[config.mk]
export PLATFORM = sky130hd
export DESIGN_NAME = encoder_window_velocity_filter
export DESIGN_NICKNAME = d
export VERILOG_FILES = /design/src/rtl/ewvf_pkg.sv /design/src/rtl/ewvf_ring.sv /design/src/rtl/ewvf_div.sv /design/src/rtl/encoder_window_velocity_filter.sv
export VERILOG_INCLUDE_DIRS = /design/src /design/src/rtl
export SDC_FILE = /design/constraint.sdc
export NUM_CORES = 2
export LEC_CHECK = 0
export BUFFER_PORTS_ARGS = -buffer_cell sky130_fd_sc_hd__buf_2
export CORE_ASPECT_RATIO = 1.1
export CORE_MARGIN = 5
export CORE_UTILIZATION = 60
export DETAILED_ROUTE_END_ITERATION = 12
export GPL_TIMING_DRIVEN = 1
export HOLD_SLACK_MARGIN = 0.03
export PLACE_DENSITY_LB_ADDON = 0.3
export SLEW_MARGIN = 25
export SYNTH_ARGS = -nofsm -noshare
export SYNTH_HDL_FRONTEND = slang
export SYNTH_SLANG_ARGS = --single-unit
export TNS_END_PERCENT = 10
[constraint.sdc]
create_clock -name clk -period 9.2 [get_ports clk]
set_input_delay 1.84 -clock clk [delete_from_list [all_inputs] [get_ports clk]]
set_output_delay 1.84 -clock clk [all_outputs]
set_load 0.05 [all_outputs]
[src/rtl/encoder_window_velocity_filter_defines.svh]
// assertion macros for the encoder window velocity filter
`ifndef ENCODER_WINDOW_VELOCITY_FILTER_DEFINES_SVH
`define ENCODER_WINDOW_VELOCITY_FILTER_DEFINES_SVH

`ifndef ASSERT_OFF
`define EWVF_ASSERT_IMPL(lbl, ante, cons, msg) \
  lbl: assert property (@(posedge clk) disable iff (!rst_n) (ante) |-> (cons)) \
    else $error(msg);
`define EWVF_ASSERT_NEXT(lbl, ante, cons, msg) \
  lbl: assert property (@(posedge clk) disable iff (!rst_n) (ante) |=> (cons)) \
    else $error(msg);
`else
`define EWVF_ASSERT_IMPL(lbl, ante, cons, msg)
`define EWVF_ASSERT_NEXT(lbl, ante, cons, msg)
`endif

`endif

[src/rtl/ewvf_pkg.sv]
// shared constants and types of the encoder window velocity filter
package ewvf_pkg;

  localparam int WINDOW    = 5;
  localparam int IDX_W     = (WINDOW > 1) ? $clog2(WINDOW) : 1;
  localparam int CNT_W     = $clog2(WINDOW + 1);
  localparam int DIV_STEPS = 32;
  localparam int DCNT_W    = $clog2(DIV_STEPS + 1);
  localparam int ADDR_W    = 4;
  localparam int DATA_W    = 32;
  localparam int NUM_W     = 66;

  localparam logic [31:0] DEG_PER_COUNT_RST = 32'd1474560;
  localparam logic [2:0]  ALPHA_SHIFT_RST   = 3'd2;
  localparam logic [30:0] DEADBAND_RST      = 31'd32768;

  localparam logic OP_SAMPLE = 1'b0;
  localparam logic OP_FLUSH  = 1'b1;

  typedef enum logic [1:0] {
    REG_DEG_PER_COUNT = 2'd0,
    REG_ALPHA_SHIFT   = 2'd1,
    REG_DEADBAND      = 2'd2
  } reg_idx_t;

  typedef enum logic [8:0] {
    S_IDLE  = 9'b000000001,
    S_DIFF  = 9'b000000010,
    S_MUL   = 9'b000000100,
    S_SCALE = 9'b000001000,
    S_LOAD  = 9'b000010000,
    S_DIV   = 9'b000100000,
    S_AVG   = 9'b001000000,
    S_SNAP  = 9'b010000000,
    S_OUT   = 9'b100000000
  } state_t;

  typedef struct packed {
    logic        done;
    logic        big;
    logic [31:0] quot;
  } div_res_t;

endpackage

[src/rtl/ewvf_ring.sv]
// sample history ring: encoder count and timestamp per entry, registered read
module ewvf_ring (
  input  logic                       clk,
  input  logic                       wr_en,
  input  logic [ewvf_pkg::IDX_W-1:0] wr_idx,
  input  logic [31:0]                wr_pos,
  input  logic [31:0]                wr_time,
  input  logic [ewvf_pkg::IDX_W-1:0] rd_idx,
  output logic [31:0]                rd_pos,
  output logic [31:0]                rd_time
);

  logic [31:0] pos_r  [ewvf_pkg::WINDOW];
  logic [31:0] time_r [ewvf_pkg::WINDOW];
  logic [31:0] rd_pos_r;
  logic [31:0] rd_time_r;

  always_ff @(posedge clk) begin
    if (wr_en) begin
      pos_r[wr_idx]  <= wr_pos;
      time_r[wr_idx] <= wr_time;
    end
    rd_pos_r  <= pos_r[rd_idx];
    rd_time_r <= time_r[rd_idx];
  end

  assign rd_pos  = rd_pos_r;
  assign rd_time = rd_time_r;

endmodule

[src/rtl/ewvf_div.sv]
// serial restoring divider, one quotient bit per cycle, flags quotients of 2^32 and up
module ewvf_div (
  input  logic                       clk,
  input  logic                       rst_n,
  input  logic                       start,
  input  logic [ewvf_pkg::NUM_W-1:0] num,
  input  logic [31:0]                den,
  output ewvf_pkg::div_res_t         res
);

  logic                        run_r;
  logic                        done_r;
  logic [ewvf_pkg::DCNT_W-1:0] cnt_r;
  logic                        big_r;
  logic [31:0]                 rem_r;
  logic [31:0]                 dvd_r;
  logic                        ovf;
  logic [32:0]                 trial;
  logic                        take;
  logic [32:0]                 diff;

  assign ovf   = num[ewvf_pkg::NUM_W-1:32] >= {2'b00, den};
  assign trial = {rem_r, dvd_r[31]};
  assign take  = trial >= {1'b0, den};
  assign diff  = trial - {1'b0, den};

  always_ff @(posedge clk) begin
    if (!rst_n) begin
      run_r  <= 1'b0;
      done_r <= 1'b0;
      cnt_r  <= '0;
    end else begin
      if (start) begin
        done_r <= ovf;
        if (ovf) begin
          run_r <= 1'b0;
        end else begin
          run_r <= 1'b1;
          cnt_r <= ewvf_pkg::DCNT_W'(ewvf_pkg::DIV_STEPS);
        end
      end else if (run_r) begin
        cnt_r  <= cnt_r - 1'b1;
        done_r <= (cnt_r == ewvf_pkg::DCNT_W'(1));
        if (cnt_r == ewvf_pkg::DCNT_W'(1)) begin
          run_r <= 1'b0;
        end
      end else begin
        done_r <= 1'b0;
      end
    end
  end

  always_ff @(posedge clk) begin
    if (start) begin
      big_r <= ovf;
      rem_r <= num[63:32];
      dvd_r <= num[31:0];
    end else if (run_r) begin
      rem_r <= take ? diff[31:0] : trial[31:0];
      dvd_r <= {dvd_r[30:0], take};
    end
  end

  assign res.done = done_r;
  assign res.big  = big_r;
  assign res.quot = dvd_r;

endmodule

[src/rtl/encoder_window_velocity_filter.sv]
// Encoder window velocity filter. Each sample beat stores count and timestamp in a
// five-entry history and, once two samples are held, turns the change against the
// oldest entry into deg/s (Q16.16), clips it to 32 bits and folds it into an
// exponential average with a zero-snap deadband; a flush beat clears history and
// velocity. One result beat per input beat. A sample that yields an estimate passes
// the states DIFF, MUL, SCALE, LOAD, DIV, AVG, SNAP and OUT in order; in DIV the
// 32-step serial divider divides by the elapsed milliseconds, or stops at once when
// the quotient reaches 2^32. A sample with fewer than two held or no elapsed time
// goes from DIFF to OUT, and a flush straight to OUT. Input is not ready while an
// item is in work and becomes ready as the result is registered; a finished result
// waits in the output register while the next beat is accepted.
`include "encoder_window_velocity_filter_defines.svh"

module encoder_window_velocity_filter (
  input  logic                        clk,
  input  logic                        rst_n,
  input  logic                        in_valid,
  output logic                        in_ready,
  input  logic                        in_op,
  input  logic signed [31:0]          in_encoder_count,
  input  logic [31:0]                 in_now_ms,
  output logic                        out_valid,
  input  logic                        out_ready,
  output logic signed [31:0]          out_velocity,
  output logic                        out_updated,
  output logic                        out_saturated,
  input  logic                        psel,
  input  logic                        penable,
  input  logic                        pwrite,
  input  logic [ewvf_pkg::ADDR_W-1:0] paddr,
  input  logic [ewvf_pkg::DATA_W-1:0] pwdata,
  output logic [ewvf_pkg::DATA_W-1:0] prdata,
  output logic                        pready
);

  ewvf_pkg::state_t             state_r;
  logic [ewvf_pkg::IDX_W-1:0]   wr_idx_r;
  logic [ewvf_pkg::IDX_W-1:0]   wr_idx_nxt;
  logic [ewvf_pkg::CNT_W-1:0]   fill_r;
  logic [ewvf_pkg::CNT_W-1:0]   fill_nxt;
  logic [31:0]                  avg_r;
  logic [31:0]                  deg_r;
  logic [2:0]                   alpha_r;
  logic [30:0]                  deadband_r;
  logic                         out_valid_r;

  logic [31:0]                  cnt_r;
  logic [31:0]                  now_r;
  logic                         neg_r;
  logic                         dzero_r;
  logic [31:0]                  m_r;
  logic [31:0]                  dt_r;
  logic [63:0]                  p_r;
  logic [ewvf_pkg::NUM_W-1:0]   num_r;
  logic [31:0]                  raw_r;
  logic                         sat_r;
  logic [31:0]                  avg_tmp_r;
  logic                         res_upd_r;
  logic                         res_sat_r;
  logic [31:0]                  out_velocity_r;
  logic                         out_updated_r;
  logic                         out_saturated_r;

  logic                         in_fire;
  logic                         out_free;
  logic                         cfg_wr;
  logic [ewvf_pkg::IDX_W-1:0]   rd_idx;
  logic [31:0]                  rd_pos;
  logic [31:0]                  rd_time;
  logic [31:0]                  d_now;
  logic [31:0]                  dt_now;
  logic [63:0]                  prod;
  logic [70:0]                  scaled;
  ewvf_pkg::div_res_t           div_res;
  logic [31:0]                  limit;
  logic                         clip;
  logic [31:0]                  q_clip;
  logic signed [32:0]           diff_s;
  logic signed [32:0]           sh_s;
  logic [31:0]                  avg_new;
  logic [31:0]                  mag;
  logic [31:0]                  avg_snap;

  assign in_ready  = (state_r == ewvf_pkg::S_IDLE);
  assign in_fire   = in_valid && in_ready;
  assign out_free  = !out_valid_r || out_ready;
  assign cfg_wr    = psel && penable && pwrite;
  assign pready    = 1'b1;

  assign out_valid     = out_valid_r;
  assign out_velocity  = out_velocity_r;
  assign out_updated   = out_updated_r;
  assign out_saturated = out_saturated_r;

  always_comb begin
    case (paddr[3:2])
      ewvf_pkg::REG_DEG_PER_COUNT: prdata = deg_r;
      ewvf_pkg::REG_ALPHA_SHIFT:   prdata = {29'd0, alpha_r};
      ewvf_pkg::REG_DEADBAND:      prdata = {1'b0, deadband_r};
      default:                     prdata = '0;
    endcase
  end

  assign wr_idx_nxt = (wr_idx_r == ewvf_pkg::IDX_W'(ewvf_pkg::WINDOW - 1)) ?
                      '0 : wr_idx_r + 1'b1;
  assign fill_nxt   = (fill_r < ewvf_pkg::CNT_W'(ewvf_pkg::WINDOW)) ?
                      fill_r + 1'b1 : fill_r;
  // oldest entry read at acceptance via updated pointers; written slot only if ring is empty
  assign rd_idx     = (fill_nxt < ewvf_pkg::CNT_W'(ewvf_pkg::WINDOW)) ? '0 : wr_idx_nxt;

  ewvf_ring u_ring (
    .clk     (clk),
    .wr_en   (in_fire && (in_op == ewvf_pkg::OP_SAMPLE)),
    .wr_idx  (wr_idx_r),
    .wr_pos  (in_encoder_count),
    .wr_time (in_now_ms),
    .rd_idx  (rd_idx),
    .rd_pos  (rd_pos),
    .rd_time (rd_time)
  );

  assign d_now  = cnt_r - rd_pos;
  assign dt_now = now_r - rd_time;

  assign prod   = m_r * deg_r;
  // x1000 / 256 is x125 / 32
  assign scaled = ({7'd0, p_r} << 7) - ({7'd0, p_r} << 2) + {7'd0, p_r};

  ewvf_div u_div (
    .clk   (clk),
    .rst_n (rst_n),
    .start (state_r == ewvf_pkg::S_LOAD),
    .num   (num_r),
    .den   (dt_r),
    .res   (div_res)
  );

  assign limit  = neg_r ? 32'h8000_0000 : 32'h7FFF_FFFF;
  assign clip   = div_res.big || (div_res.quot > limit);
  assign q_clip = clip ? limit : div_res.quot;

  assign diff_s  = signed'({raw_r[31], raw_r}) - signed'({avg_r[31], avg_r});
  assign sh_s    = diff_s >>> alpha_r;
  assign avg_new = avg_r + sh_s[31:0];

  assign mag      = avg_tmp_r[31] ? (~avg_tmp_r + 1'b1) : avg_tmp_r;
  assign avg_snap = (dzero_r && (mag < {1'b0, deadband_r})) ? '0 : avg_tmp_r;

  always_ff @(posedge clk) begin
    if (!rst_n) begin
      state_r     <= ewvf_pkg::S_IDLE;
      wr_idx_r    <= '0;
      fill_r      <= '0;
      avg_r       <= '0;
      deg_r       <= ewvf_pkg::DEG_PER_COUNT_RST;
      alpha_r     <= ewvf_pkg::ALPHA_SHIFT_RST;
      deadband_r  <= ewvf_pkg::DEADBAND_RST;
      out_valid_r <= 1'b0;
    end else begin
      if (cfg_wr) begin
        case (paddr[3:2])
          ewvf_pkg::REG_DEG_PER_COUNT: deg_r      <= pwdata;
          ewvf_pkg::REG_ALPHA_SHIFT:   alpha_r    <= pwdata[2:0];
          ewvf_pkg::REG_DEADBAND:      deadband_r <= pwdata[30:0];
          default: ;
        endcase
      end
      if (out_valid_r && out_ready && (state_r != ewvf_pkg::S_OUT)) begin
        out_valid_r <= 1'b0;
      end
      case (state_r)
        ewvf_pkg::S_IDLE: begin
          if (in_fire) begin
            if (in_op == ewvf_pkg::OP_FLUSH) begin
              wr_idx_r <= '0;
              fill_r   <= '0;
              avg_r    <= '0;
              state_r  <= ewvf_pkg::S_OUT;
            end else begin
              wr_idx_r <= wr_idx_nxt;
              fill_r   <= fill_nxt;
              state_r  <= ewvf_pkg::S_DIFF;
            end
          end
        end
        ewvf_pkg::S_DIFF: begin
          if ((fill_r > ewvf_pkg::CNT_W'(1)) && (dt_now != '0)) begin
            state_r <= ewvf_pkg::S_MUL;
          end else begin
            state_r <= ewvf_pkg::S_OUT;
          end
        end
        ewvf_pkg::S_MUL:   state_r <= ewvf_pkg::S_SCALE;
        ewvf_pkg::S_SCALE: state_r <= ewvf_pkg::S_LOAD;
        ewvf_pkg::S_LOAD:  state_r <= ewvf_pkg::S_DIV;
        ewvf_pkg::S_DIV: begin
          if (div_res.done) begin
            state_r <= ewvf_pkg::S_AVG;
          end
        end
        ewvf_pkg::S_AVG:   state_r <= ewvf_pkg::S_SNAP;
        ewvf_pkg::S_SNAP: begin
          avg_r   <= avg_snap;
          state_r <= ewvf_pkg::S_OUT;
        end
        ewvf_pkg::S_OUT: begin
          if (out_free) begin
            out_valid_r <= 1'b1;
            state_r     <= ewvf_pkg::S_IDLE;
          end
        end
        default: state_r <= ewvf_pkg::S_IDLE;
      endcase
    end
  end

  always_ff @(posedge clk) begin
    case (state_r)
      ewvf_pkg::S_IDLE: begin
        if (in_fire) begin
          cnt_r     <= in_encoder_count;
          now_r     <= in_now_ms;
          res_upd_r <= (in_op == ewvf_pkg::OP_FLUSH);
          res_sat_r <= 1'b0;
        end
      end
      ewvf_pkg::S_DIFF: begin
        neg_r   <= d_now[31];
        m_r     <= d_now[31] ? (~d_now + 1'b1) : d_now;
        dzero_r <= (d_now == '0);
        dt_r    <= dt_now;
      end
      ewvf_pkg::S_MUL:   p_r   <= prod;
      ewvf_pkg::S_SCALE: num_r <= scaled[70:5];
      ewvf_pkg::S_DIV: begin
        if (div_res.done) begin
          sat_r <= clip;
          raw_r <= neg_r ? (~q_clip + 1'b1) : q_clip;
        end
      end
      ewvf_pkg::S_AVG:   avg_tmp_r <= avg_new;
      ewvf_pkg::S_SNAP: begin
        res_upd_r <= 1'b1;
        res_sat_r <= sat_r;
      end
      ewvf_pkg::S_OUT: begin
        if (out_free) begin
          out_velocity_r  <= avg_r;
          out_updated_r   <= res_upd_r;
          out_saturated_r <= res_sat_r;
        end
      end
      default: ;
    endcase
  end

  `EWVF_ASSERT_IMPL(a_fill_range, 1'b1,
    fill_r <= ewvf_pkg::CNT_W'(ewvf_pkg::WINDOW), "fill count above window")
  `EWVF_ASSERT_IMPL(a_idx_range, 1'b1,
    wr_idx_r < ewvf_pkg::IDX_W'(ewvf_pkg::WINDOW), "write index out of ring")
  `EWVF_ASSERT_IMPL(a_div_done, div_res.done,
    state_r == ewvf_pkg::S_DIV, "divider done outside divide step")
  `EWVF_ASSERT_NEXT(a_flush_clear, in_fire && (in_op == ewvf_pkg::OP_FLUSH),
    (fill_r == '0) && (avg_r == '0) && (state_r == ewvf_pkg::S_OUT),
    "flush did not clear history")

endmodule
==> flow_metrics.env <==
export IMPL_run_status="complete, no violations"
export IMPL_library_cell_used_as_clock_root_buffer="clkbuf_16"
export IMPL_maxCapViolations=0
export IMPL_timing_limited_maximum_frequency_mhz=114
export IMPL_end_kind="flip-flop"
export IMPL_crit_fanout=14
export IMPL_setup_tns_final_ns=0
export IMPL_yosys_register_bits=932
export IMPL_grt_pass1_wl_mm=337
export IMPL_first_global_vias=63100
export IMPL_synth_largest_area_cell="edfxtp_1"
export IMPL_slowest_stage="edfxtp_1"
export IMPL_synth_common_cells="inv_1, nand2_1, fa_1"
export IMPL_synth_edf_count=746
export IMPL_cts_setup_buffers=0
export IMPL_rsz0062_at_grt="no"
export IMPL_timing_setup_critical_path_class="flip-flop to flip-flop"
export IMPL_cts_hold_buffers=0
export IMPL_critPathRequiredTime_ns=9.63
export IMPL_cts_resized_gates=0
export IMPL_core_rowCount=144
export IMPL_worst_ep_arrival_time_ns=9.18
export IMPL_clock_path_buffers=3
export IMPL_layout_overhead_on_the_synthesized_area_pct=7.58
export IMPL_cp_buffers_inverters=5
export IMPL_postSynthCellCount=8570
export IMPL_path_delay_family="adder cells"
export IMPL_critPathMostFrequentCell="fa_1"
export IMPL_dominantRegCellSynth="edfxtp_1"
export IMPL_starting_density_of_the_core_pct=60.3
export IMPL_fp_dieArea_mm2=0.149
export IMPL_timing_clock_skew_ns=0.0929
export IMPL_power_per_cell_area_mw_per_mm2=134
export IMPL_cp_num_cells=28
export IMPL_ys_warnings_count=0
export IMPL_largest_stage_delay_on_the_critical_path_ns=0.76
export IMPL_dr_first_iter_drc_count=4458
export IMPL_min_delay_path_depth=0
export IMPL_tightest_slew_ns=1.08
export IMPL_detail_placement_hpwl_mm=163
export IMPL_core_area_mm2=0.140
export IMPL_power_static_leakage_nw=40.0
export IMPL_maximum_number_of_pins_on_one_net_before_global_route_repair=93
export IMPL_number_of_cts_inserted_buffers=98
export IMPL_rrSetupSlack_ns=0.45
export IMPL_finalNetCount=10300
export IMPL_drive_gt1_share_pct=7.30
export IMPL_grt_ovfl_total=0
export IMPL_count_of_endpoints_failing_hold_in_the_final_timing_report=0
export IMPL_floorplan_io_pins=177
export IMPL_timing_final_max_slew_violations=0
export IMPL_drt_antenna_violating_nets=0
export IMPL_hold_ws_ns=0.419
export IMPL_timing_rr_end="p_r[63]$_DFFE_PP_"
export IMPL_clock_insertion_delay_worst_skew_ns=0.72
export IMPL_timing_max_slew_rel_slack_pct=27.9
export IMPL_cts_tree="yes"
export IMPL_die_w_um=368
export IMPL_synth_nets=10200
export IMPL_detailedRoute_firstPassIterationCount=6
export IMPL_worstSetupStartpointType="flip-flop"
export IMPL_clkTransAtPathRegs_ns=0.06
export IMPL_clock_sink_count=932
export IMPL_min_to="out_saturated$_DFFE_PP_"
export IMPL_post_layout_total_power_w=0.0122
export IMPL_detailed_route_vias_per_instance=5.80
export IMPL_min_path_type="flip-flop to flip-flop"
export IMPL_postRouteWirelength_mm=209
export IMPL_min_from="res_sat_r$_SDFFCE_PN0P_"
export IMPL_die_height_um=404
export IMPL_synth_most_common_cell="inv_1"
export IMPL_layout_cells_excl_fill=10500
export IMPL_post_route_min_period_ns=8.75
export IMPL_r2r_start="m_r[13]$_DFFE_PP_"
export IMPL_grt_usage_pct=28.3
export IMPL_route_vias_total=61000
export IMPL_routed_wire_length_per_instance_um=19.9
export IMPL_syn_avg_cell_area_um2=9.87
export IMPL_globalplace_congestion=0.941
export IMPL_cts_htree_levels=3
export IMPL_mappedNetlistArea_mm2=0.0846
export IMPL_rr_worst_depth=28
export IMPL_synthTopCellsByArea="edfxtp_1, fa_1, ha_1"
export IMPL_synth_seq_area_share_pct=30.9
export IMPL_place_inst=10300
export IMPL_remaining_drc_errors=0
export IMPL_yosys_area_top_type_share_pct=26.5
export IMPL_number_of_port_buffers=173
export IMPL_finalSetupViolations=0
export IMPL_grt_antenna_before_repair=17
export IMPL_post_synth_num_cell_types=117
export IMPL_async_reset_ff_share_pct=0
export IMPL_final_worst_path_cycle_share_pct=95.1
export IMPL_maximum_ir_drop_on_the_vdd_rail_uv=197
[routing by layer]
layer / up-vias / global-route usage [%] / routed length (µm) / share of wire (%)
met5: - / 0 / 100 / 0.048
li1: 28200 / - / - / -
met3: 475 / 3.82 / 12400 / 5.9
met2: 2063 / 49.3 / 104000 / 50
met4: 14 / 12.7 / 10600 / 5.0
met1: 30300 / 35.6 / 82600 / 39
[flip-flops by register name, indices dropped and copies added, names as in the netlist, 64 cells and up]
signal         cells
p_r               64
num_r             66
u_ring.time_r    160
u_ring.pos_r     160
[power breakdown]
| part | internal [W] | leakage (nW) | switching, W |
|---|---|---|---|
| sequential | 0.00474 | 8.27 | 0.0000492 |
| clock | 0.00238 | 1.66 | 0.00174 |
| combinational | 0.00129 | 30.0 | 0.00198 |
| total | 0.00842 | 40.0 | 0.00377 |
[worst reg2reg max path: cells and delay by family, from the launching register on]
family                   cells  cell delay [ns]
AO/OA/AOI/OAI                9             2.25
buffers and inverters        5             0.57
XOR/XNOR                     1             0.14
AND/OR/NAND/NOR              4             0.48
flip-flops                   1             0.76
adder cells (fa/ha/maj)      9             4.31
[cell type report]
cell class	instances	area [µm²]
clock inverters	51	586
diodes	4	10.0
inverters	1298	4870
clock buffers	133	2850
multi-input cells	5953	52200
fillers	11100	49200
well taps	1825	2280
flip-flops and latches	932	26100
repair buffers	321	2040
[worst max path at each step]
stage,from,to
floorplan,state_r[5]$_SDFFE_PN0P_,dt_r[0]$_DFFE_PP_
global placement,m_r[13]$_DFFE_PP_,p_r[62]$_DFFE_PP_
detailed placement,m_r[7]$_DFFE_PP_,p_r[62]$_DFFE_PP_
CTS,m_r[13]$_DFFE_PP_,p_r[61]$_DFFE_PP_
global route,deg_r[4]$_SDFFE_PN0P_,p_r[45]$_DFFE_PP_
finish,m_r[13]$_DFFE_PP_,p_r[63]$_DFFE_PP_
[logic make-up after synthesis]
family                     share of synthesized area (%)
and+or+nand+nor                                     14.4
buffers and inverters                               7.50
adders and majority gates                           31.5
AOI/OAI and AO/OA                                   10.4
DFF                                                 30.9
xor gates and xnor gates                            3.35
muxes                                               1.89
other                                            0.00443
[metrics by stage]
stage / area [µm²] / util (%) / setup slack (ns)
floorplan: 84600 / - / 0.730
detailed placement: 87500 / 62.4 / 0.546
global route: 91000 / 64.9 / 0.0478
finish: 91000 / 64.9 / 0.447
CTS: 90900 / 64.9 / 0.523
global placement: 87500 / 62.4 / 0.680
[cell usage in the layout (no fill, tap or decap), types with 37 or more instances in the layout]
cell       Yosys  final
o21ai_0      348    348
mux2i_1       87     87
a21o_1       150    150
buf_2          6    173
o21a_1        37     37
dfxtp_1      186    186
nor3_1        80     78
nor2_1       298    297
o21bai_1      49     49
xnor2_1      226    226
nor2b_1       53     50
inv_1       1292   1290
mux2_2        64     64
buf_4          3    141
nand3_1      124    123
a31oi_1       44     43
nand2b_1      55     54
fa_1         958    958
and2_1       637    635
a21oi_1      462    461
xor2_1        94     94
clkbuf_16      0    105
edfxtp_1     746    746
nand2_1     1062   1060
ha_1         599    599
nand4_1       54     54
Note: power is estimated with default switching activity, not from simulation.
